## src/sv/three_digit_lock_code_entry_unit_defines.svh

```systemverilog
// Assertion macros for the lock code entry unit.
`ifndef THREE_DIGIT_LOCK_CODE_ENTRY_UNIT_DEFINES_SVH
`define THREE_DIGIT_LOCK_CODE_ENTRY_UNIT_DEFINES_SVH
`ifndef NO_ASSERTIONS
`define TDL_ASSERT_IMPL(label, clk, rst, ante, cons) \
   label: assert property (@(posedge clk) disable iff (rst) (ante) |-> (cons)) \
      else $error("tdl: implication check failed");
`define TDL_ASSERT_NEXT(label, clk, rst, ante, cons) \
   label: assert property (@(posedge clk) disable iff (rst) (ante) |=> (cons)) \
      else $error("tdl: next-cycle check failed");
`else
`define TDL_ASSERT_IMPL(label, clk, rst, ante, cons)
`define TDL_ASSERT_NEXT(label, clk, rst, ante, cons)
`endif
`endif

```

## src/sv/tdl_pkg.sv

```systemverilog
// Shared types, constants and tables of the lock code entry unit.
`timescale 1ns / 1ps
package tdl_pkg;

   localparam int CSR_INDEX_W = 2;
   localparam int CSR_DATA_W  = 16;

   localparam logic [CSR_INDEX_W-1:0] CSR_PROMPT_DELAY = 2'd0;
   localparam logic [CSR_INDEX_W-1:0] CSR_ENTRY_DELAY  = 2'd1;
   localparam logic [CSR_INDEX_W-1:0] CSR_REPEAT_DELAY = 2'd2;
   localparam logic [CSR_INDEX_W-1:0] CSR_BLINK_DELAY  = 2'd3;

   localparam logic [15:0] RST_PROMPT_DELAY = 16'd1000;
   localparam logic [15:0] RST_ENTRY_DELAY  = 16'd1000;
   localparam logic [15:0] RST_REPEAT_DELAY = 16'd500;
   localparam logic [15:0] RST_BLINK_DELAY  = 16'd150;

   localparam logic [15:0] PW_ENABLE_CHORD  = 16'he100;
   localparam logic [15:0] PW_DISABLE_CHORD = 16'he800;
   localparam logic [7:0]  AD_COMMON_CHORD  = 8'h16;
   localparam logic [15:0] PW_INC    = 16'h0100;
   localparam logic [15:0] PW_PREV   = 16'h0200;
   localparam logic [15:0] PW_NEXT   = 16'h0400;
   localparam logic [15:0] PW_DEC    = 16'h0800;
   localparam logic [15:0] PW_CANCEL = 16'h1000;
   localparam logic [15:0] SW_CONFIRM = 16'h0200;
   localparam logic [15:0] SW_CANCEL  = 16'h0800;
   localparam logic [7:0]  AD0_INC  = 8'h01;
   localparam logic [7:0]  AD0_PREV = 8'h02;
   localparam logic [7:0]  AD0_NEXT = 8'h04;
   localparam logic [7:0]  AD0_DEC  = 8'h08;
   localparam logic [7:0]  AD2_CANCEL  = 8'h04;
   localparam logic [7:0]  AD2_CONFIRM = 8'h08;

   localparam logic [7:0] WK_MODE_06 = 8'h06;
   localparam logic [7:0] WK_MODE_0A = 8'h0a;
   localparam logic [7:0] WK_MODE_0C = 8'h0c;
   localparam logic [7:0] WK_MODE_0F = 8'h0f;
   localparam logic [7:0] WK_MODE_15 = 8'h15;
   localparam logic [7:0] WK_MODE_17 = 8'h17;
   localparam logic [7:0] WK_MODE_1C = 8'h1c;

   localparam logic [6:0] GLYPH_L = 7'h38;
   localparam logic [6:0] GLYPH_O = 7'h3f;
   localparam logic [6:0] GLYPH_C = 7'h39;

   localparam logic [4:0] CMD_NONE    = 5'h00;
   localparam logic [4:0] CMD_ENABLE  = 5'h1e;
   localparam logic [4:0] CMD_DISABLE = 5'h1f;

   localparam logic [1:0] SHOW_NONE   = 2'd0;
   localparam logic [1:0] SHOW_PROMPT = 2'd1;
   localparam logic [1:0] SHOW_DIGITS = 2'd2;
   localparam logic [1:0] SHOW_CLEAR  = 2'd3;

   typedef enum logic [4:0] {
      PH_IDLE    = 5'b00001,
      PH_PREPARE = 5'b00010,
      PH_WAIT    = 5'b00100,
      PH_EDIT    = 5'b01000,
      PH_CONFIRM = 5'b10000
   } phase_type;

   typedef struct packed {
      logic [31:0] time_ms;
      logic        en_chord;
      logic        dis_chord;
      logic        inc;
      logic        dec;
      logic        prv;
      logic        nxt;
      logic        finish;
      logic        blank_prompt;
      logic        native;
      logic        report_path;
   } cls_type;

   function automatic logic [6:0] seg_glyph(input logic [3:0] d);
      logic [6:0] g;
      case (d)
         4'd0: g = 7'h3f;
         4'd1: g = 7'h06;
         4'd2: g = 7'h5b;
         4'd3: g = 7'h4f;
         4'd4: g = 7'h66;
         4'd5: g = 7'h6d;
         4'd6: g = 7'h7d;
         4'd7: g = 7'h07;
         4'd8: g = 7'h7f;
         4'd9: g = 7'h6f;
         default: g = 7'h00;
      endcase
      return g;
   endfunction

   function automatic logic [5:0] sel_report(input logic [1:0] s);
      logic [5:0] r;
      case (s)
         2'd0: r = 6'h20;
         2'd1: r = 6'h10;
         2'd2: r = 6'h08;
         default: r = 6'h00;
      endcase
      return r;
   endfunction

endpackage

```

## src/sv/tdl_if.sv

```systemverilog
// Request and response channel interfaces.
`timescale 1ns / 1ps
interface tdl_req_if;
   logic        valid;
   logic        ready;
   logic [31:0] time_ms;
   logic [15:0] primary_word;
   logic [15:0] secondary_word;
   logic        adapter_present;
   logic [7:0]  adapter_byte0;
   logic [7:0]  adapter_byte1;
   logic [7:0]  adapter_byte2;
   logic [7:0]  wheel_kind;
   modport source (output valid, time_ms, primary_word, secondary_word, adapter_present,
                   adapter_byte0, adapter_byte1, adapter_byte2, wheel_kind,
                   input ready);
   modport sink (input valid, time_ms, primary_word, secondary_word, adapter_present,
                 adapter_byte0, adapter_byte1, adapter_byte2, wheel_kind,
                 output ready);
endinterface

interface tdl_rsp_if;
   logic        valid;
   logic        ready;
   logic        busy_res;
   logic [1:0]  show_kind;
   logic [6:0]  glyph_first;
   logic [6:0]  glyph_second;
   logic [6:0]  glyph_third;
   logic [5:0]  select_report;
   logic [4:0]  native_command;
   logic        saved_changed;
   logic        code_mismatch;
   logic        lock_on;
   logic [11:0] lock_code;
   modport source (output valid, busy_res, show_kind, glyph_first, glyph_second, glyph_third,
                   select_report, native_command, saved_changed, code_mismatch, lock_on,
                   lock_code, input ready);
   modport sink (input valid, busy_res, show_kind, glyph_first, glyph_second, glyph_third,
                 select_report, native_command, saved_changed, code_mismatch, lock_on,
                 lock_code, output ready);
endinterface

```

## src/sv/three_digit_lock_code_entry_unit.sv

```systemverilog
// Top level of the three-digit lock code entry unit.
// Usage:
//   req_chan carries one service pass per beat: time, wheel button words,
//   adapter bytes and wheel mode. rsp_chan returns exactly one beat per
//   request beat, in order, with the display, report, command and lock state.
//   csr_we/csr_index/csr_wdata write the four delay registers (prompt, entry,
//   repeat, blink), by the user only while no pass is outstanding (unchecked).
// Timing:
//   A request beat is decoded combinationally into a two-entry queue; the
//   sequencer pops it when the response register is free or being read, and
//   its response is registered. Throughput is one beat per cycle while
//   rsp_chan.ready stays high.
// Reset (synchronous, active high): lock off, stored code 000, delays at
//   their defaults, queue and response register empty.
// Stall: while rsp_chan.ready is low the response register holds; the queue
//   fills both of its entries before req_chan.ready drops.
`timescale 1ns / 1ps
module three_digit_lock_code_entry_unit import tdl_pkg::*; (
   input  logic                   clock,
   input  logic                   reset,
   tdl_req_if.sink                req_chan,
   tdl_rsp_if.source              rsp_chan,
   input  logic                   csr_we,
   input  logic [CSR_INDEX_W-1:0] csr_index,
   input  logic [CSR_DATA_W-1:0]  csr_wdata
);

   logic    enq_valid, enq_ready;
   cls_type enq_data;
   logic    deq_valid, deq_ready;
   cls_type deq_data;

   tdl_front u_front (
      .req       (req_chan),
      .enq_valid (enq_valid),
      .enq_data  (enq_data),
      .enq_ready (enq_ready)
   );

   tdl_queue u_queue (
      .clock     (clock),
      .reset     (reset),
      .enq_valid (enq_valid),
      .enq_ready (enq_ready),
      .enq_data  (enq_data),
      .deq_valid (deq_valid),
      .deq_ready (deq_ready),
      .deq_data  (deq_data)
   );

   tdl_back u_back (
      .clock     (clock),
      .reset     (reset),
      .csr_we    (csr_we),
      .csr_index (csr_index),
      .csr_wdata (csr_wdata),
      .deq_valid (deq_valid),
      .deq_ready (deq_ready),
      .deq_data  (deq_data),
      .rsp       (rsp_chan)
   );

endmodule

```

## src/sv/tdl_front.sv

```systemverilog
// Front end: decodes one request beat into chord and action flags.
`timescale 1ns / 1ps
module tdl_front import tdl_pkg::*; (
   tdl_req_if.sink req,
   output logic    enq_valid,
   output cls_type enq_data,
   input  logic    enq_ready
);

   logic common;
   logic alt_cancel;
   logic cnf;
   logic cnc;

   assign req.ready = enq_ready;
   assign enq_valid = req.valid;

   assign common = req.adapter_present &&
                   ((req.adapter_byte1 & AD_COMMON_CHORD) == AD_COMMON_CHORD);
   assign alt_cancel = (req.wheel_kind == WK_MODE_06) || (req.wheel_kind == WK_MODE_15);

   always_comb begin
      enq_data.time_ms   = req.time_ms;
      enq_data.en_chord  = ((req.primary_word & PW_ENABLE_CHORD) == PW_ENABLE_CHORD) ||
                           (common && ((req.adapter_byte0 & AD0_INC) != 8'h00));
      enq_data.dis_chord = ((req.primary_word & PW_DISABLE_CHORD) == PW_DISABLE_CHORD) ||
                           (common && ((req.adapter_byte0 & AD0_DEC) != 8'h00));
      if (req.adapter_present) begin
         enq_data.inc = (req.adapter_byte0 & AD0_INC) != 8'h00;
         enq_data.dec = (req.adapter_byte0 & AD0_DEC) != 8'h00;
         enq_data.prv = (req.adapter_byte0 & AD0_PREV) != 8'h00;
         enq_data.nxt = (req.adapter_byte0 & AD0_NEXT) != 8'h00;
         cnf = (req.adapter_byte2 & AD2_CONFIRM) != 8'h00;
         cnc = (req.adapter_byte2 & AD2_CANCEL) != 8'h00;
      end else begin
         enq_data.inc = (req.primary_word & PW_INC) != 16'h0000;
         enq_data.dec = (req.primary_word & PW_DEC) != 16'h0000;
         enq_data.prv = (req.primary_word & PW_PREV) != 16'h0000;
         enq_data.nxt = (req.primary_word & PW_NEXT) != 16'h0000;
         cnf = (req.secondary_word & SW_CONFIRM) != 16'h0000;
         cnc = alt_cancel ? ((req.primary_word & PW_CANCEL) != 16'h0000)
                          : ((req.secondary_word & SW_CANCEL) != 16'h0000);
      end
      enq_data.finish       = cnf || cnc;
      enq_data.blank_prompt = req.wheel_kind == WK_MODE_0C;
      enq_data.native       = (req.wheel_kind == WK_MODE_0C) || alt_cancel;
      enq_data.report_path  = req.adapter_present || (req.wheel_kind == WK_MODE_0A) ||
                              (req.wheel_kind == WK_MODE_0C) || (req.wheel_kind == WK_MODE_0F) ||
                              (req.wheel_kind == WK_MODE_17) || (req.wheel_kind == WK_MODE_1C);
   end

endmodule

```

## src/sv/tdl_queue.sv

```systemverilog
// Two-entry queue between the decode front and the sequencer.
`timescale 1ns / 1ps
module tdl_queue import tdl_pkg::*; (
   input  logic    clock,
   input  logic    reset,
   input  logic    enq_valid,
   output logic    enq_ready,
   input  cls_type enq_data,
   output logic    deq_valid,
   input  logic    deq_ready,
   output cls_type deq_data
);

   cls_type    slot_ff [2];
   logic       wr_ptr_ff, wr_ptr_in;
   logic       rd_ptr_ff, rd_ptr_in;
   logic [1:0] count_ff, count_in;
   logic       push;
   logic       pop;

   assign enq_ready = count_ff != 2'd2;
   assign deq_valid = count_ff != 2'd0;
   assign deq_data  = slot_ff[rd_ptr_ff];
   assign push      = enq_valid && enq_ready;
   assign pop       = deq_valid && deq_ready;

   always_comb begin
      wr_ptr_in = push ? ~wr_ptr_ff : wr_ptr_ff;
      rd_ptr_in = pop ? ~rd_ptr_ff : rd_ptr_ff;
      count_in  = count_ff + {1'b0, push} - {1'b0, pop};
   end

   always_ff @(posedge clock) begin
      if (reset) begin
         wr_ptr_ff <= 1'b0;
         rd_ptr_ff <= 1'b0;
         count_ff  <= 2'd0;
      end else begin
         wr_ptr_ff <= wr_ptr_in;
         rd_ptr_ff <= rd_ptr_in;
         count_ff  <= count_in;
      end
   end

   always_ff @(posedge clock) begin
      if (push) begin
         slot_ff[wr_ptr_ff] <= enq_data;
      end
   end

endmodule

```

## src/sv/tdl_back.sv

```systemverilog
// Sequencer: lock state, code entry, timers and the registered response.
`timescale 1ns / 1ps
`include "three_digit_lock_code_entry_unit_defines.svh"
module tdl_back import tdl_pkg::*; (
   input  logic                   clock,
   input  logic                   reset,
   input  logic                   csr_we,
   input  logic [CSR_INDEX_W-1:0] csr_index,
   input  logic [CSR_DATA_W-1:0]  csr_wdata,
   input  logic                   deq_valid,
   output logic                   deq_ready,
   input  cls_type                deq_data,
   tdl_rsp_if.source              rsp
);

   typedef struct packed {
      logic        busy_res;
      logic [1:0]  show_kind;
      logic [6:0]  glyph_first;
      logic [6:0]  glyph_second;
      logic [6:0]  glyph_third;
      logic [5:0]  select_report;
      logic [4:0]  native_command;
      logic        saved_changed;
      logic        code_mismatch;
      logic        lock_on;
      logic [11:0] lock_code;
   } res_type;

   logic [15:0] prompt_dly_ff, entry_dly_ff, repeat_dly_ff, blink_dly_ff;

   phase_type   phase_ff, phase_in;
   logic        enabling_ff, enabling_in;
   logic [3:0]  entered_ff [3];
   logic [3:0]  entered_in [3];
   logic [1:0]  cursor_ff, cursor_in;
   logic [31:0] action_dl_ff, action_dl_in;
   logic [31:0] blink_dl_ff, blink_dl_in;
   logic [2:0]  blink_step_ff, blink_step_in;
   logic        locked_ff, locked_in;
   logic [3:0]  saved_ff [3];
   logic [3:0]  saved_in [3];

   res_type     res_ff, res_in;
   logic        out_valid_ff;
   logic        pop;
   logic        code_match;
   logic        en_pop;
   logic        bad_pop;

   function automatic logic reached(input logic [31:0] now, input logic [31:0] dl);
      logic [31:0] diff;
      diff = now - dl;
      return ~diff[31];
   endfunction

   assign deq_ready  = !out_valid_ff || rsp.ready;
   assign pop        = deq_valid && deq_ready;
   assign code_match = (saved_ff[0] == entered_ff[0]) && (saved_ff[1] == entered_ff[1]) &&
                       (saved_ff[2] == entered_ff[2]);
   assign en_pop     = pop && (phase_ff == PH_CONFIRM) && enabling_ff;
   assign bad_pop    = pop && (phase_ff == PH_CONFIRM) && !enabling_ff && !code_match;

   always_ff @(posedge clock) begin
      if (reset) begin
         prompt_dly_ff <= RST_PROMPT_DELAY;
         entry_dly_ff  <= RST_ENTRY_DELAY;
         repeat_dly_ff <= RST_REPEAT_DELAY;
         blink_dly_ff  <= RST_BLINK_DELAY;
      end else if (csr_we) begin
         case (csr_index)
            CSR_PROMPT_DELAY: prompt_dly_ff <= csr_wdata;
            CSR_ENTRY_DELAY:  entry_dly_ff  <= csr_wdata;
            CSR_REPEAT_DELAY: repeat_dly_ff <= csr_wdata;
            CSR_BLINK_DELAY:  blink_dly_ff  <= csr_wdata;
            default: ;
         endcase
      end
   end

   always_comb begin
      logic [31:0] now;
      logic [1:0]  sel;
      logic [3:0]  digit;
      logic [3:0]  digit_new;
      logic        act_hit;
      logic        moving;
      logic [6:0]  g [3];
      now           = deq_data.time_ms;
      sel           = cursor_ff;
      phase_in      = phase_ff;
      enabling_in   = enabling_ff;
      entered_in    = entered_ff;
      cursor_in     = cursor_ff;
      action_dl_in  = action_dl_ff;
      blink_dl_in   = blink_dl_ff;
      blink_step_in = blink_step_ff;
      locked_in     = locked_ff;
      saved_in      = saved_ff;
      res_in        = '0;
      g[0]          = 7'h00;
      g[1]          = 7'h00;
      g[2]          = 7'h00;
      act_hit       = reached(now, action_dl_ff);
      moving        = deq_data.inc || deq_data.dec || deq_data.prv || deq_data.nxt;
      case (sel)
         2'd0: digit = entered_ff[0];
         2'd1: digit = entered_ff[1];
         2'd2: digit = entered_ff[2];
         default: digit = 4'd0;
      endcase
      if (deq_data.inc) begin
         digit_new = (digit >= 4'd9) ? 4'd0 : digit + 4'd1;
      end else begin
         digit_new = (digit == 4'd0) ? 4'd9 : digit - 4'd1;
      end

      case (phase_ff)
         PH_IDLE: begin
            if (!locked_ff && deq_data.en_chord) begin
               enabling_in = 1'b1;
               phase_in    = PH_PREPARE;
            end else if (locked_ff && deq_data.dis_chord) begin
               enabling_in = 1'b0;
               phase_in    = PH_PREPARE;
            end
         end
         PH_PREPARE: begin
            res_in.busy_res  = 1'b1;
            res_in.show_kind = SHOW_PROMPT;
            action_dl_in     = now + {16'h0000, prompt_dly_ff};
            phase_in         = PH_WAIT;
            if (!deq_data.blank_prompt) begin
               g[0] = GLYPH_L;
               g[1] = GLYPH_O;
               g[2] = GLYPH_C;
            end
            if (deq_data.native) begin
               res_in.native_command = enabling_ff ? CMD_ENABLE : CMD_DISABLE;
            end
         end
         PH_WAIT: begin
            res_in.busy_res = 1'b1;
            if (act_hit) begin
               entered_in[0] = 4'd0;
               entered_in[1] = 4'd0;
               entered_in[2] = 4'd0;
               cursor_in     = 2'd0;
               action_dl_in  = now + {16'h0000, entry_dly_ff};
               phase_in      = PH_EDIT;
            end
         end
         PH_EDIT: begin
            res_in.busy_res  = 1'b1;
            res_in.show_kind = SHOW_DIGITS;
            if (act_hit) begin
               if (deq_data.inc || deq_data.dec) begin
                  case (sel)
                     2'd0: entered_in[0] = digit_new;
                     2'd1: entered_in[1] = digit_new;
                     2'd2: entered_in[2] = digit_new;
                     default: ;
                  endcase
               end else if (deq_data.prv) begin
                  cursor_in = (sel == 2'd0) ? 2'd2 : sel - 2'd1;
               end else if (deq_data.nxt) begin
                  cursor_in = (sel >= 2'd2) ? 2'd0 : sel + 2'd1;
               end else if (deq_data.finish) begin
                  phase_in = PH_CONFIRM;
               end
               if (moving) begin
                  action_dl_in = now + {16'h0000, repeat_dly_ff};
               end
            end else if (!moving) begin
               action_dl_in = now;
            end
            if (reached(now, blink_dl_ff)) begin
               blink_dl_in   = now + {16'h0000, blink_dly_ff};
               blink_step_in = (blink_step_ff > 3'd3) ? 3'd0 : blink_step_ff + 3'd1;
            end
            g[0] = seg_glyph(entered_in[0]);
            g[1] = seg_glyph(entered_in[1]);
            g[2] = seg_glyph(entered_in[2]);
            if (deq_data.report_path) begin
               res_in.select_report = sel_report(sel);
            end else if (blink_step_in == 3'd0) begin
               case (sel)
                  2'd0: g[0] = 7'h00;
                  2'd1: g[1] = 7'h00;
                  2'd2: g[2] = 7'h00;
                  default: ;
               endcase
            end
         end
         PH_CONFIRM: begin
            res_in.busy_res  = 1'b1;
            res_in.show_kind = SHOW_CLEAR;
            if (enabling_ff) begin
               saved_in             = entered_ff;
               locked_in            = 1'b1;
               res_in.saved_changed = 1'b1;
               phase_in             = PH_IDLE;
            end else if (code_match) begin
               locked_in            = 1'b0;
               res_in.saved_changed = 1'b1;
               phase_in             = PH_IDLE;
            end else begin
               phase_in             = PH_PREPARE;
               action_dl_in         = now + {16'h0000, prompt_dly_ff};
               res_in.code_mismatch = 1'b1;
            end
         end
         default: begin
            phase_in = PH_IDLE;
         end
      endcase

      res_in.glyph_first  = g[0];
      res_in.glyph_second = g[1];
      res_in.glyph_third  = g[2];
      res_in.lock_on      = locked_in;
      res_in.lock_code    = {saved_in[0], saved_in[1], saved_in[2]};
   end

   always_ff @(posedge clock) begin
      if (reset) begin
         phase_ff      <= PH_IDLE;
         enabling_ff   <= 1'b0;
         entered_ff    <= '{default: 4'd0};
         cursor_ff     <= 2'd0;
         action_dl_ff  <= 32'd0;
         blink_dl_ff   <= 32'd0;
         blink_step_ff <= 3'd0;
         locked_ff     <= 1'b0;
         saved_ff      <= '{default: 4'd0};
         out_valid_ff  <= 1'b0;
      end else begin
         if (pop) begin
            phase_ff      <= phase_in;
            enabling_ff   <= enabling_in;
            entered_ff    <= entered_in;
            cursor_ff     <= cursor_in;
            action_dl_ff  <= action_dl_in;
            blink_dl_ff   <= blink_dl_in;
            blink_step_ff <= blink_step_in;
            locked_ff     <= locked_in;
            saved_ff      <= saved_in;
         end
         if (deq_ready) begin
            out_valid_ff <= deq_valid;
         end
      end
   end

   always_ff @(posedge clock) begin
      if (pop) begin
         res_ff <= res_in;
      end
   end

   assign rsp.valid          = out_valid_ff;
   assign rsp.busy_res       = res_ff.busy_res;
   assign rsp.show_kind      = res_ff.show_kind;
   assign rsp.glyph_first    = res_ff.glyph_first;
   assign rsp.glyph_second   = res_ff.glyph_second;
   assign rsp.glyph_third    = res_ff.glyph_third;
   assign rsp.select_report  = res_ff.select_report;
   assign rsp.native_command = res_ff.native_command;
   assign rsp.saved_changed  = res_ff.saved_changed;
   assign rsp.code_mismatch  = res_ff.code_mismatch;
   assign rsp.lock_on        = res_ff.lock_on;
   assign rsp.lock_code      = res_ff.lock_code;

   `TDL_ASSERT_NEXT(a_lock_only_on_pop, clock, reset, !pop, $stable(locked_ff))
   `TDL_ASSERT_NEXT(a_enable_sets_lock, clock, reset, en_pop, locked_ff && phase_ff == PH_IDLE)
   `TDL_ASSERT_NEXT(a_mismatch_reprompt, clock, reset, bad_pop, locked_ff && phase_ff == PH_PREPARE)
   `TDL_ASSERT_NEXT(a_pop_gives_beat, clock, reset, pop, out_valid_ff)

endmodule
```

## src/flat_wrapper.sv

```systemverilog
// flat-port wrapper written by rule: the top's interface ports become plain ports
module three_digit_lock_code_entry_unit_flat import tdl_pkg::*;
  (clock, reset, csr_we, csr_index, csr_wdata, req_chan_valid, req_chan_time_ms, req_chan_primary_word, req_chan_secondary_word, req_chan_adapter_present, req_chan_adapter_byte0, req_chan_adapter_byte1, req_chan_adapter_byte2, req_chan_wheel_kind, req_chan_ready, rsp_chan_valid, rsp_chan_busy_res, rsp_chan_show_kind, rsp_chan_glyph_first, rsp_chan_glyph_second, rsp_chan_glyph_third, rsp_chan_select_report, rsp_chan_native_command, rsp_chan_saved_changed, rsp_chan_code_mismatch, rsp_chan_lock_on, rsp_chan_lock_code, rsp_chan_ready);
  tdl_req_if req_chan_i ();
  tdl_rsp_if rsp_chan_i ();
  input  logic clock;
  input  logic reset;
  input  logic csr_we;
  input  logic [CSR_INDEX_W-1:0] csr_index;
  input  logic [CSR_DATA_W-1:0] csr_wdata;
  input wire logic [$bits(req_chan_i.valid)-1:0] req_chan_valid;
  input wire logic [$bits(req_chan_i.time_ms)-1:0] req_chan_time_ms;
  input wire logic [$bits(req_chan_i.primary_word)-1:0] req_chan_primary_word;
  input wire logic [$bits(req_chan_i.secondary_word)-1:0] req_chan_secondary_word;
  input wire logic [$bits(req_chan_i.adapter_present)-1:0] req_chan_adapter_present;
  input wire logic [$bits(req_chan_i.adapter_byte0)-1:0] req_chan_adapter_byte0;
  input wire logic [$bits(req_chan_i.adapter_byte1)-1:0] req_chan_adapter_byte1;
  input wire logic [$bits(req_chan_i.adapter_byte2)-1:0] req_chan_adapter_byte2;
  input wire logic [$bits(req_chan_i.wheel_kind)-1:0] req_chan_wheel_kind;
  output wire logic [$bits(req_chan_i.ready)-1:0] req_chan_ready;
  output wire logic [$bits(rsp_chan_i.valid)-1:0] rsp_chan_valid;
  output wire logic [$bits(rsp_chan_i.busy_res)-1:0] rsp_chan_busy_res;
  output wire logic [$bits(rsp_chan_i.show_kind)-1:0] rsp_chan_show_kind;
  output wire logic [$bits(rsp_chan_i.glyph_first)-1:0] rsp_chan_glyph_first;
  output wire logic [$bits(rsp_chan_i.glyph_second)-1:0] rsp_chan_glyph_second;
  output wire logic [$bits(rsp_chan_i.glyph_third)-1:0] rsp_chan_glyph_third;
  output wire logic [$bits(rsp_chan_i.select_report)-1:0] rsp_chan_select_report;
  output wire logic [$bits(rsp_chan_i.native_command)-1:0] rsp_chan_native_command;
  output wire logic [$bits(rsp_chan_i.saved_changed)-1:0] rsp_chan_saved_changed;
  output wire logic [$bits(rsp_chan_i.code_mismatch)-1:0] rsp_chan_code_mismatch;
  output wire logic [$bits(rsp_chan_i.lock_on)-1:0] rsp_chan_lock_on;
  output wire logic [$bits(rsp_chan_i.lock_code)-1:0] rsp_chan_lock_code;
  input wire logic [$bits(rsp_chan_i.ready)-1:0] rsp_chan_ready;
  assign req_chan_i.valid = req_chan_valid;
  assign req_chan_i.time_ms = req_chan_time_ms;
  assign req_chan_i.primary_word = req_chan_primary_word;
  assign req_chan_i.secondary_word = req_chan_secondary_word;
  assign req_chan_i.adapter_present = req_chan_adapter_present;
  assign req_chan_i.adapter_byte0 = req_chan_adapter_byte0;
  assign req_chan_i.adapter_byte1 = req_chan_adapter_byte1;
  assign req_chan_i.adapter_byte2 = req_chan_adapter_byte2;
  assign req_chan_i.wheel_kind = req_chan_wheel_kind;
  assign req_chan_ready = req_chan_i.ready;
  assign rsp_chan_valid = rsp_chan_i.valid;
  assign rsp_chan_busy_res = rsp_chan_i.busy_res;
  assign rsp_chan_show_kind = rsp_chan_i.show_kind;
  assign rsp_chan_glyph_first = rsp_chan_i.glyph_first;
  assign rsp_chan_glyph_second = rsp_chan_i.glyph_second;
  assign rsp_chan_glyph_third = rsp_chan_i.glyph_third;
  assign rsp_chan_select_report = rsp_chan_i.select_report;
  assign rsp_chan_native_command = rsp_chan_i.native_command;
  assign rsp_chan_saved_changed = rsp_chan_i.saved_changed;
  assign rsp_chan_code_mismatch = rsp_chan_i.code_mismatch;
  assign rsp_chan_lock_on = rsp_chan_i.lock_on;
  assign rsp_chan_lock_code = rsp_chan_i.lock_code;
  assign rsp_chan_i.ready = rsp_chan_ready;
  three_digit_lock_code_entry_unit u_core (.clock(clock), .reset(reset), .req_chan(req_chan_i), .rsp_chan(rsp_chan_i), .csr_we(csr_we), .csr_index(csr_index), .csr_wdata(csr_wdata));
endmodule
```

## config.mk

```make
export PLATFORM = sky130hd
export DESIGN_NAME = three_digit_lock_code_entry_unit_flat
export DESIGN_NICKNAME = d
export VERILOG_FILES = /design/src/sv/tdl_pkg.sv /design/src/sv/tdl_if.sv /design/src/sv/three_digit_lock_code_entry_unit.sv /design/src/sv/tdl_front.sv /design/src/sv/tdl_queue.sv /design/src/sv/tdl_back.sv /design/src/flat_wrapper.sv
export VERILOG_INCLUDE_DIRS = /design/src /design/src/sv
export SDC_FILE = /design/constraint.sdc
export NUM_CORES = 1
export LEC_CHECK = 0
export CAP_MARGIN = 10
export CORE_MARGIN = 3
export CORE_UTILIZATION = 50
export CTS_CLUSTER_SIZE = 16
export DETAILED_ROUTE_END_ITERATION = 7
export DONT_BUFFER_PORTS = 1
export GPL_ROUTABILITY_DRIVEN = 0
export PLACE_DENSITY = 0.66
export SKIP_LAST_GASP = 1
export SYNTH_ARGS = -nofsm -noshare
export SYNTH_HDL_FRONTEND = slang
export SYNTH_SLANG_ARGS = --single-unit
```

## constraint.sdc

```tcl
create_clock -name clock -period 11.5 [get_ports clock]
set_clock_uncertainty 0.1 [all_clocks]
set_input_delay 1.15 -clock clock [delete_from_list [all_inputs] [get_ports clock]]
set_output_delay 1.15 -clock clock [all_outputs]
set_load 0.05 [all_outputs]
```

==> flow_metrics.env, run 1 <==
export IMPL_path_clk_slew_ps=60
export IMPL_hold_viol=0
export IMPL_wl_mm=44.0
export IMPL_post_cts_setup_buffer_count=0
export IMPL_synth_top_family_by_area="compound AO/OA/AOI/OAI gates"
export IMPL_cts_buffer_depth=3
export IMPL_core_sq_um=34000
export IMPL_max_cap_viol_count=0
export IMPL_critical_path_class="reg -> reg"
export IMPL_cts_root_buf="clkbuf_16"
export IMPL_cp_slowest_cell="nor3_4"
export IMPL_slowest_delay_ps=720
export IMPL_grt_pass1_vias=13155
export IMPL_synthFlopType="dfxtp_1"
export IMPL_period_needed_ps=5810
export IMPL_cp_arrival_ps=5980
export IMPL_synthesis_area_sq_um=17500
export IMPL_drive_above_1_share_pct=10.2
export IMPL_synth_fa_ha_area_share_pct=9.68
export IMPL_route_detailed_drc=0
export IMPL_crit_required_ps=11680
export IMPL_worst_pin_slew_ps=1140
export IMPL_diodes=0
export IMPL_syn_instance_count=1878
export IMPL_syn_to_final_growth_pct=8.29
export IMPL_grt_pass1_wl_mm=70.6
export IMPL_grt_antenna_before_repair=0
export IMPL_wire_per_inst_um=19.0
export IMPL_h_tree_depth=2
export IMPL_grt_max_degree=126
export IMPL_insertion_delay_ps=560
export IMPL_cts_buffers=36
export IMPL_fillers=3029
export IMPL_final_common_cell="nand2_1"
export IMPL_yosysSeqAreaShare_pct=41.3
export IMPL_die_h_um=193
export IMPL_cp_cell_sequence="buf_4, mux2i_1, inv_1, ha_1, a21oi_1, o21ai_0, a221oi_1, o211ai_4, a21o_1, nor3_4, mux2_2, ha_1, nand2_1, a21oi_1, o21ai_0"
export IMPL_synth_cell_type_count=94
export IMPL_max_freq_ghz=0.172
export IMPL_syn_area_per_cell_sq_um=9.34
export IMPL_ir_drop_mv=0.164
export IMPL_initial_core_util_pct=51.6
export IMPL_fp_dieW_um=193
export IMPL_slew_headroom_pct=23.5
export IMPL_synth_edf_count=128
export IMPL_cts_resized_gates=0
export IMPL_setup_tns_ps=0
export IMPL_powerDensity_nw_per_um2=209
export IMPL_synth_warnings=0
export IMPL_fin_crit_sh_pct=50.5
export IMPL_status="complete, no violations"
export IMPL_rsz0062_at_grt="false"
export IMPL_layout_common_cells="nand2_1 (216), dfxtp_1 (169), nor2_1 (161), a21oi_1 (152), ha_1 (131)"
export IMPL_hold_buffers=0
export IMPL_ioPinCount=172
export IMPL_cts_tree="yes"
export IMPL_power_leakage_nw=7.11
export IMPL_critPathTopFamily="compound AO/OA/AOI/OAI gates"
export IMPL_synth_xor_area_share_pct=3.54
export IMPL_nNetsFinal=2094
export IMPL_die_area_sq_um=37400
export IMPL_end_kind="register"
export IMPL_synth_compound_area_share_pct=17.4
export IMPL_dpl_worst_slack_ps=5680
export IMPL_grt_overflow=0
export IMPL_row_count=67
export IMPL_synth_simple_area_share_pct=16.1
export IMPL_io_buffers=0
export IMPL_worstPathBufferInverterCount=2
export IMPL_hp_class="reg -> reg"
export IMPL_setup_viol=0
export IMPL_p_total_w=0.00398
export IMPL_drt_first_pass_iters=6
export IMPL_synth_seq_cells=298
export IMPL_antenna_left=0
export IMPL_vias_per_cell=5.90
export IMPL_grt_use_total_pct=23.0
export IMPL_setup_slack_ps=5690
export IMPL_cts_sinks=298
export IMPL_final_max_slew_viol_count=0
export IMPL_synthMuxAreaShare_pct=7.34
export IMPL_dpl_hpwl_mm=31.6
export IMPL_crit_fanout=27
export IMPL_vias=13651
export IMPL_synth_async_reset_ratio_pct=0
export IMPL_critPathLaunchType="register"
export IMPL_drtIter0Drc=943
==> registers in the layout (all words and copies together), names as in the netlist, 12 cells and up, named ones only <==
register,cells
u_core.u_back.blink_dl_ff,32
u_core.u_back.entered_ff,12
u_core.u_back.prompt_dly_ff,16
u_core.u_back.repeat_dly_ff,16
u_core.u_queue.slot_ff,84
u_core.u_back.action_dl_ff,32
u_core.u_back.saved_ff,12
u_core.u_back.rsp.lock_code,12
u_core.u_back.entry_dly_ff,16
u_core.u_back.blink_dly_ff,16
==> layer usage <==
metal / wire length [um] / track usage, % / share of wire (%) / vias up
li1: - / - / - / 6694
met1: 19400 / 30.4 / 44 / 6468
met2: 20900 / 38.9 / 47 / 413
met3: 2540 / 4.21 / 5.8 / 76
met4: 1150 / 6.59 / 2.6 / 0
met5: 0 / 0 / 0 / -
==> final cells by class <==
class / count / area (sq um) / share of cell area, %
Tap cell: 448 / 561 / 2.95
Clock buffer: 47 / 1010 / 5.33
Timing Repair Buffer: 12 / 103 / 0.540
Clock inverter: 18 / 150 / 0.790
Inverter: 107 / 402 / 2.11
Sequential cell: 298 / 7250 / 38.1
Multi-Input combinational cell: 1385 / 9530 / 50.1
==> cell usage after synthesis (46+ instances only) <==
cell	n	area share (%)
nand2_1	216	4.6
dfxtp_1	170	19
nor2_1	162	3.5
a21oi_1	152	4.3
ha_1	131	9.3
edfxtp_1	128	22
inv_1	106	2.3
o21ai_0	81	2.3
mux2_2	66	4.2
nand3_1	64	1.8
clkbuf_1	62	1.3
mux2i_1	50	2.9
xnor2_1	46	2.3
==> kinds of logic (layout without fill, tap and decap cells) <==
kind of cell / after synthesis / after routing
simple gates: 607 / 607
compound gates: 455 / 455
flops: 298 / 298
buf+inv: 197 / 184
fa+ha+maj: 134 / 134
mux: 118 / 118
xor+xnor: 68 / 68
other cells: 1 / 3
==> power by group <==
group	total, W	leakage [nW]	switching (W)	internal [W]
sequential	0.00152	2.60	0.000260	0.00126
combinational	0.00134	3.93	0.000830	0.000511
clock	0.00112	0.579	0.000450	0.000667
total	0.00398	7.11	0.00154	0.00244
==> per-stage QoR <==
step / hold WS, ps / cells / cell area, sq um / utilization [%]
2_1_floorplan: 332 / 1880 / 17600 / -
3_3_place_gp: 336 / 2250 / 17800 / 52.4
3_5_place_dp: 341 / 2250 / 17800 / 52.4
4_1_cts: 351 / 2315 / 19000 / 55.8
5_1_grt: 366 / 2315 / 19000 / 55.8
6_report: 350 / 2315 / 19000 / 55.8
==> worst paths after layout <==
path | startpoint | endpoint | slack, ps | depth (start not counted)
setup reg to reg | register | u_core.u_back.rsp.glyph_third[3] | 5690 | 15
hold / removal | u_core.u_back.entry_dly_ff[2] | u_core.u_back.entry_dly_ff[2] | 350 | 2
hold reg to reg | u_core.u_back.entry_dly_ff[2] | u_core.u_back.entry_dly_ff[2] | 350 | 2
setup / recovery | register | u_core.u_back.rsp.glyph_third[3] | 5690 | 15
==> tightest hold or removal path, stage by stage, from the launching register on <==
cell,delay (ps)
dfxtp_1,310
nand2_1,50
a21oi_1,50
Power figures use the tool's default switching activity.
==> inputs of run 2 (changes only) <==
==> constraint.sdc (replaced) <==
create_clock -name clock -period 5.7 [get_ports clock]
set_clock_uncertainty 0.1 [all_clocks]
set_input_delay 0.57 -clock clock [delete_from_list [all_inputs] [get_ports clock]]
set_output_delay 0.57 -clock clock [all_outputs]
set_load 0.05 [all_outputs]
==> run 2 against run 1 <==
  * Wire length down 0.95%
  * Global-route usage down 0.29 points
  * Non-clock buffer count up 15
  * Hold slack worse by 320 ps
  * Die area unchanged
  * Highest routed layer unchanged
==> flow_metrics.env, run 2 (synthesis gave the netlist of run 1 again) <==
export IMPL_final_max_slew_viol_count=0
export IMPL_slew_headroom_pct=28.5
export IMPL_status="complete, no violations"
export IMPL_hold_buffers=0
export IMPL_io_buffers=0
export IMPL_h_tree_depth=2
export IMPL_dpl_worst_slack_ps=554
export IMPL_met3_usage_pct=3.46
export IMPL_fin_util_pct=56.0
export IMPL_grt_use_total_pct=22.7
export IMPL_grt_antenna_before_repair=0
export IMPL_wl_mm=43.6
export IMPL_max_freq_ghz=0.190
export IMPL_reg_top3="u_core.u_queue.slot_ff (84), u_core.u_back.action_dl_ff (32), u_core.u_back.blink_dl_ff (32)"
export IMPL_grt_overflow=0
export IMPL_busiest_layer="met2"
export IMPL_hold_viol=0
export IMPL_largest_reg_flops=84
export IMPL_ff_latch_area_sq_um=7250
export IMPL_grt_pass1_wl_mm=70.0
export IMPL_die_h_um=193
export IMPL_dpl_hpwl_mm=31.6
export IMPL_switching_share_pct=38.3
export IMPL_rsz0062_at_grt="false"
export IMPL_power_frac_clock_pct=27.0
export IMPL_crit_required_ps=6000
export IMPL_final_common_cell="nand2_1"
export IMPL_vias_per_cell=5.86
export IMPL_p_switching_w=0.00304
export IMPL_drt_first_pass_iters=5
export IMPL_powerDensity_nw_per_um2=417
export IMPL_antenna_left=0
export IMPL_ioPinCount=172
export IMPL_grt_pass1_vias=13045
export IMPL_cts_buffers=34
export IMPL_layout_common_cells="nand2_1 (216), dfxtp_1 (169), nor2_1 (161), a21oi_1 (152), ha_1 (131)"
export IMPL_hp_class="in -> reg"
export IMPL_drive_above_1_share_pct=10.4
export IMPL_nNetsFinal=2107
export IMPL_design_area_sq_um=19000
export IMPL_fin_crit_sh_pct=92.2
export IMPL_post_cts_setup_buffer_count=0
export IMPL_setup_slack_ps=445
export IMPL_critPathLaunchType="register"
export IMPL_cts_sinks=298
export IMPL_die_area_sq_um=37400
export IMPL_period_needed_ps=5260
export IMPL_fillers=3044
export IMPL_vias=13639
export IMPL_cp_arrival_ps=5550
export IMPL_max_cap_viol_count=0
export IMPL_cts_buffer_depth=3
export IMPL_diodes=0
export IMPL_wire_per_inst_um=18.7
export IMPL_syn_to_final_growth_pct=8.56
export IMPL_setup_viol=0
export IMPL_combPwrFrac_pct=34.3
export IMPL_critical_path_class="reg -> reg"
export IMPL_gr_usage_met1_pct=30.6
export IMPL_worst_pin_slew_ps=1070
export IMPL_row_count=67
export IMPL_power_leakage_nw=7.13
export IMPL_cts_tree="yes"
export IMPL_fp_dieW_um=193
export IMPL_power_frac_seq_pct=38.7
export IMPL_setup_tns_ps=0
export IMPL_p_int_w=0.00491
export IMPL_drtIter0Drc=865
export IMPL_top_register="u_core.u_queue.slot_ff"
export IMPL_initial_core_util_pct=51.6
export IMPL_multi_input_area_sq_um=9530
export IMPL_route_detailed_drc=0
export IMPL_path_clk_slew_ps=60
export IMPL_crit_fanout=37
export IMPL_grt_max_degree=126
export IMPL_insertion_delay_ps=510
export IMPL_cts_resized_gates=0
export IMPL_dpl_instance_area_sq_um=17900
export IMPL_end_kind="register"
export IMPL_core_sq_um=34000
export IMPL_ir_drop_mv=0.485
export IMPL_cts_root_buf="clkbuf_16"
export IMPL_met2_usage_pct=38.0
## run 2: cell count changes in the layout (fill, tap and decap cells not counted), sizes merged
| cell | delta |
|---|---|
| buf | +15 |
| clkbuf | +7 |
| clkinv | -10 |
| inv | -1 |
## run 2: worst max-delay path, cell delays in order (launching register included)
cell and delay (ps):
dfxtp_2 780, mux2i_1 540, inv_1 250, ha_1 350
a21o_1 180, a21o_1 170, a21oi_1 380, nor3_1 130
a21o_1 390, nor2_8 590, nand3_1 510, or3_1 490
a32o_1 240
## run 2: worst paths after layout
path | startpoint | to | slack (ps) | depth (start not counted)
hold / removal | reset | u_core.u_queue.count_ff[1] | 30 | 1
setup reg to reg | register | u_core.u_back.action_dl_ff[29] | 440 | 12
hold reg to reg | u_core.u_back.prompt_dly_ff[0] | u_core.u_back.prompt_dly_ff[0] | 350 | 2
setup / recovery | register | u_core.u_back.action_dl_ff[29] | 440 | 12
## run 2: final cells by class
type                    instances  area share [%]
multi-input cells            1385            50.0
flip-flops and latches        298            38.0
clock buffers                  54            5.29
well taps                     448            2.94
inverters                     107            2.11
repair buffers                 27            1.13
clock inverters                 7           0.479
## run 2: metrics by stage
stage,cells,power [W],hold slack [ps]
5_1_grt,2326,0.00842,12.3
4_1_cts,2325,0.00800,15.2
3_5_place_dp,2264,0.00583,340
6_report,2326,0.00794,28.4
2_1_floorplan,1880,0.00521,332
3_3_place_gp,2264,0.00575,335
## run 2: layer usage
| layer | wire length (um) | vias up | share of wire [%] |
|---|---|---|---|
| met5 | 0 | - | 0 |
| met4 | 1260 | 0 | 2.9 |
| met3 | 2120 | 77 | 4.9 |
| met2 | 20500 | 371 | 47 |
| met1 | 19700 | 6479 | 45 |
| li1 | - | 6712 | - |
## run 2: power groups by stage
stage          Clock [W]  Sequential [W]  Combinational (W)
6_report         0.00215         0.00307            0.00272
5_1_grt          0.00228         0.00310            0.00304
4_1_cts          0.00220         0.00308            0.00272
3_5_place_dp           0         0.00312            0.00270
3_3_place_gp           0         0.00311            0.00264
2_1_floorplan          0         0.00306            0.00215
==> inputs of run 3 (changes only) <==
--- a/config.mk
+++ b/config.mk
@@ -9,6 +9,7 @@
 export CAP_MARGIN = 10
 export CORE_MARGIN = 3
 export CORE_UTILIZATION = 50
+export CTS_BUF_LIST = sky130_fd_sc_hd__clkbuf_8
 export CTS_CLUSTER_SIZE = 16
 export DETAILED_ROUTE_END_ITERATION = 7
 export DONT_BUFFER_PORTS = 1
==> run 3 against run 2 <==
  * Sequential share of layout area decreased by 0.87 points
  * Hold slack better by 37 ps
  * Wire length increased by 1.7%
  * Die area unchanged
  * Critical path type unchanged
  * Register-to-register slack better by 120 ps
  * Design area grew 2.3%
==> flow_metrics.env, run 3 (synthesis gave the netlist of run 1 again) <==
export IMPL_status="complete, no violations"
export IMPL_hold_viol=0
export IMPL_core_sq_um=34000
export IMPL_hp_start="req_chan_adapter_present"
export IMPL_worst_pin_slew_ps=1100
export IMPL_initial_core_util_pct=51.6
export IMPL_r2r_end="u_core.u_back.action_dl_ff[29]"
export IMPL_cts_root_buf="clkbuf_8"
export IMPL_die_area_sq_um=37400
export IMPL_syn_to_final_growth_pct=11.1
export IMPL_nNetsFinal=2174
export IMPL_grt_use_total_pct=23.3
export IMPL_h_tree_depth=2
export IMPL_io_buffers=0
export IMPL_whs_path_depth=1
export IMPL_dpl_hpwl_mm=31.6
export IMPL_setup_tns_ps=0
export IMPL_wire_per_inst_um=18.4
export IMPL_ioPinCount=172
export IMPL_max_freq_ghz=0.195
export IMPL_vias=13954
export IMPL_worstPathBufferInverterCount=1
export IMPL_wl_mm=44.3
export IMPL_cp_cell_sequence="mux2i_1, inv_1, ha_1, a21o_1, a21o_1, a21oi_1, nor3_1, a21o_1, nor2_8, nand3_1, or3_1, a32o_1"
export IMPL_drive_above_1_share_pct=11.3
export IMPL_post_cts_setup_buffer_count=0
export IMPL_final_common_cell="nand2_1"
export IMPL_layout_common_cells="nand2_1 (216), dfxtp_1 (169), nor2_1 (161), a21oi_1 (152), ha_1 (131)"
export IMPL_antenna_left=0
export IMPL_stdcell_count=2409
export IMPL_power_leakage_nw=7.43
export IMPL_die_h_um=193
export IMPL_ff2ff_path_depth=12
export IMPL_path_clk_slew_ps=60
export IMPL_hp_class="in -> reg"
export IMPL_cts_tree="yes"
export IMPL_grt_antenna_before_repair=0
export IMPL_reg_top3="u_core.u_queue.slot_ff (84), u_core.u_back.action_dl_ff (32), u_core.u_back.blink_dl_ff (32)"
export IMPL_fillers=3029
export IMPL_fin_crit_sh_pct=90.2
export IMPL_critPathTopFamily="simple AND/OR/NAND/NOR gates"
export IMPL_critical_path_class="reg -> reg"
export IMPL_rsz0062_at_grt="false"
export IMPL_cts_buffer_depth=3
export IMPL_setup_viol=0
export IMPL_slowest_delay_ps=730
export IMPL_route_detailed_drc=0
export IMPL_cts_buffers=52
export IMPL_cpMostUsedCell="a21o_1"
export IMPL_vias_per_cell=5.79
export IMPL_grt_max_degree=121
export IMPL_cts_sinks=298
export IMPL_drt_first_pass_iters=5
export IMPL_top_register="u_core.u_queue.slot_ff"
export IMPL_drtIter0Drc=952
export IMPL_ir_drop_mv=0.529
export IMPL_grt_overflow=0
export IMPL_largest_reg_flops=84
export IMPL_fp_dieW_um=193
export IMPL_r2r_slack_ps=560
export IMPL_powerDensity_nw_per_um2=401
export IMPL_crit_required_ps=6100
export IMPL_end_kind="register"
export IMPL_final_max_slew_viol_count=0
export IMPL_crit_fanout=37
export IMPL_critPathLaunchType="register"
export IMPL_dp_cells=2264
export IMPL_grt_pass1_vias=13400
export IMPL_slew_headroom_pct=26.3
export IMPL_hold_end="u_core.u_queue.slot_ff[1][0]"
export IMPL_period_needed_ps=5140
export IMPL_cp_slowest_cell="dfxtp_2"
export IMPL_insertion_delay_ps=620
export IMPL_grt_pass1_wl_mm=71.5
export IMPL_row_count=67
export IMPL_max_cap_viol_count=0
export IMPL_cp_arrival_ps=5540
-- run 3: metal layers --
metal / up-vias / wire [um] / global-route usage [%]
li1: 6858 / - / -
met1: 6608 / 19900 / 30.8
met2: 402 / 21000 / 38.9
met3: 86 / 2140 / 4.24
met4: 0 / 1280 / 7.55
met5: - / 0 / 0
-- run 3: report_power, final --
part	total, W	internal (W)	switching (W)
clock	0.00196	0.00108	0.000884
sequential	0.00307	0.00255	0.000527
combinational	0.00278	0.00108	0.00170
total	0.00782	0.00471	0.00311
-- run 3: final cells by class --
| cell class | count | area (sq um) | area share, % |
|---|---|---|---|
| multi-input combinational | 1385 | 9530 | 48.9 |
| sequential | 298 | 7250 | 37.2 |
| clock buffer | 59 | 812 | 4.17 |
| timing repair buffer | 76 | 723 | 3.71 |
| tap | 448 | 561 | 2.88 |
| inverter | 107 | 402 | 2.06 |
| clock inverter | 35 | 223 | 1.14 |
| antenna | 1 | 2.50 | 0.0128 |
-- run 3: worst max-delay path by stage --
stage | from | slack, ps | endpoint | cells after the start
floorplan | register | 750 | u_core.u_back.rsp.glyph_first[3] | 20
global placement | register | 630 | u_core.u_back.action_dl_ff[29] | 13
detailed placement | register | 550 | u_core.u_back.action_dl_ff[29] | 12
CTS | register | 550 | u_core.u_back.action_dl_ff[29] | 13
global route | register | 230 | u_core.u_back.action_dl_ff[29] | 12
finish | register | 560 | u_core.u_back.action_dl_ff[29] | 12
-- run 3: stage by stage --
step	total power (W)	worst slack [ps]	instance area, sq um	utilization [%]	hold slack [ps]
floorplan	0.00521	748	17600	-	332
global placement	0.00575	627	17900	52.7	335
detailed placement	0.00583	554	17900	52.7	340
CTS	0.00787	548	19500	57.3	28.1
global route	0.00832	227	19500	57.3	30.3
finish	0.00782	560	19500	57.3	65.6
-- run 3: what timing repair did --
action / 4_1_cts / 5_1_grt
gates resized for setup: 0 / 0
hold buffers: 49 / 0
endpoints found under the hold margin: 206 / 0
setup endpoints to repair: 0 / 0
-- run 3: worst reg2reg max path, cell delays in order (launching register included) --
cell	delay, ps
dfxtp_2	730
mux2i_1	530
inv_1	240
ha_1	350
a21o_1	180
a21o_1	170
a21oi_1	370
nor3_1	130
a21o_1	390
nor2_8	580
nand3_1	530
or3_1	490
a32o_1	240
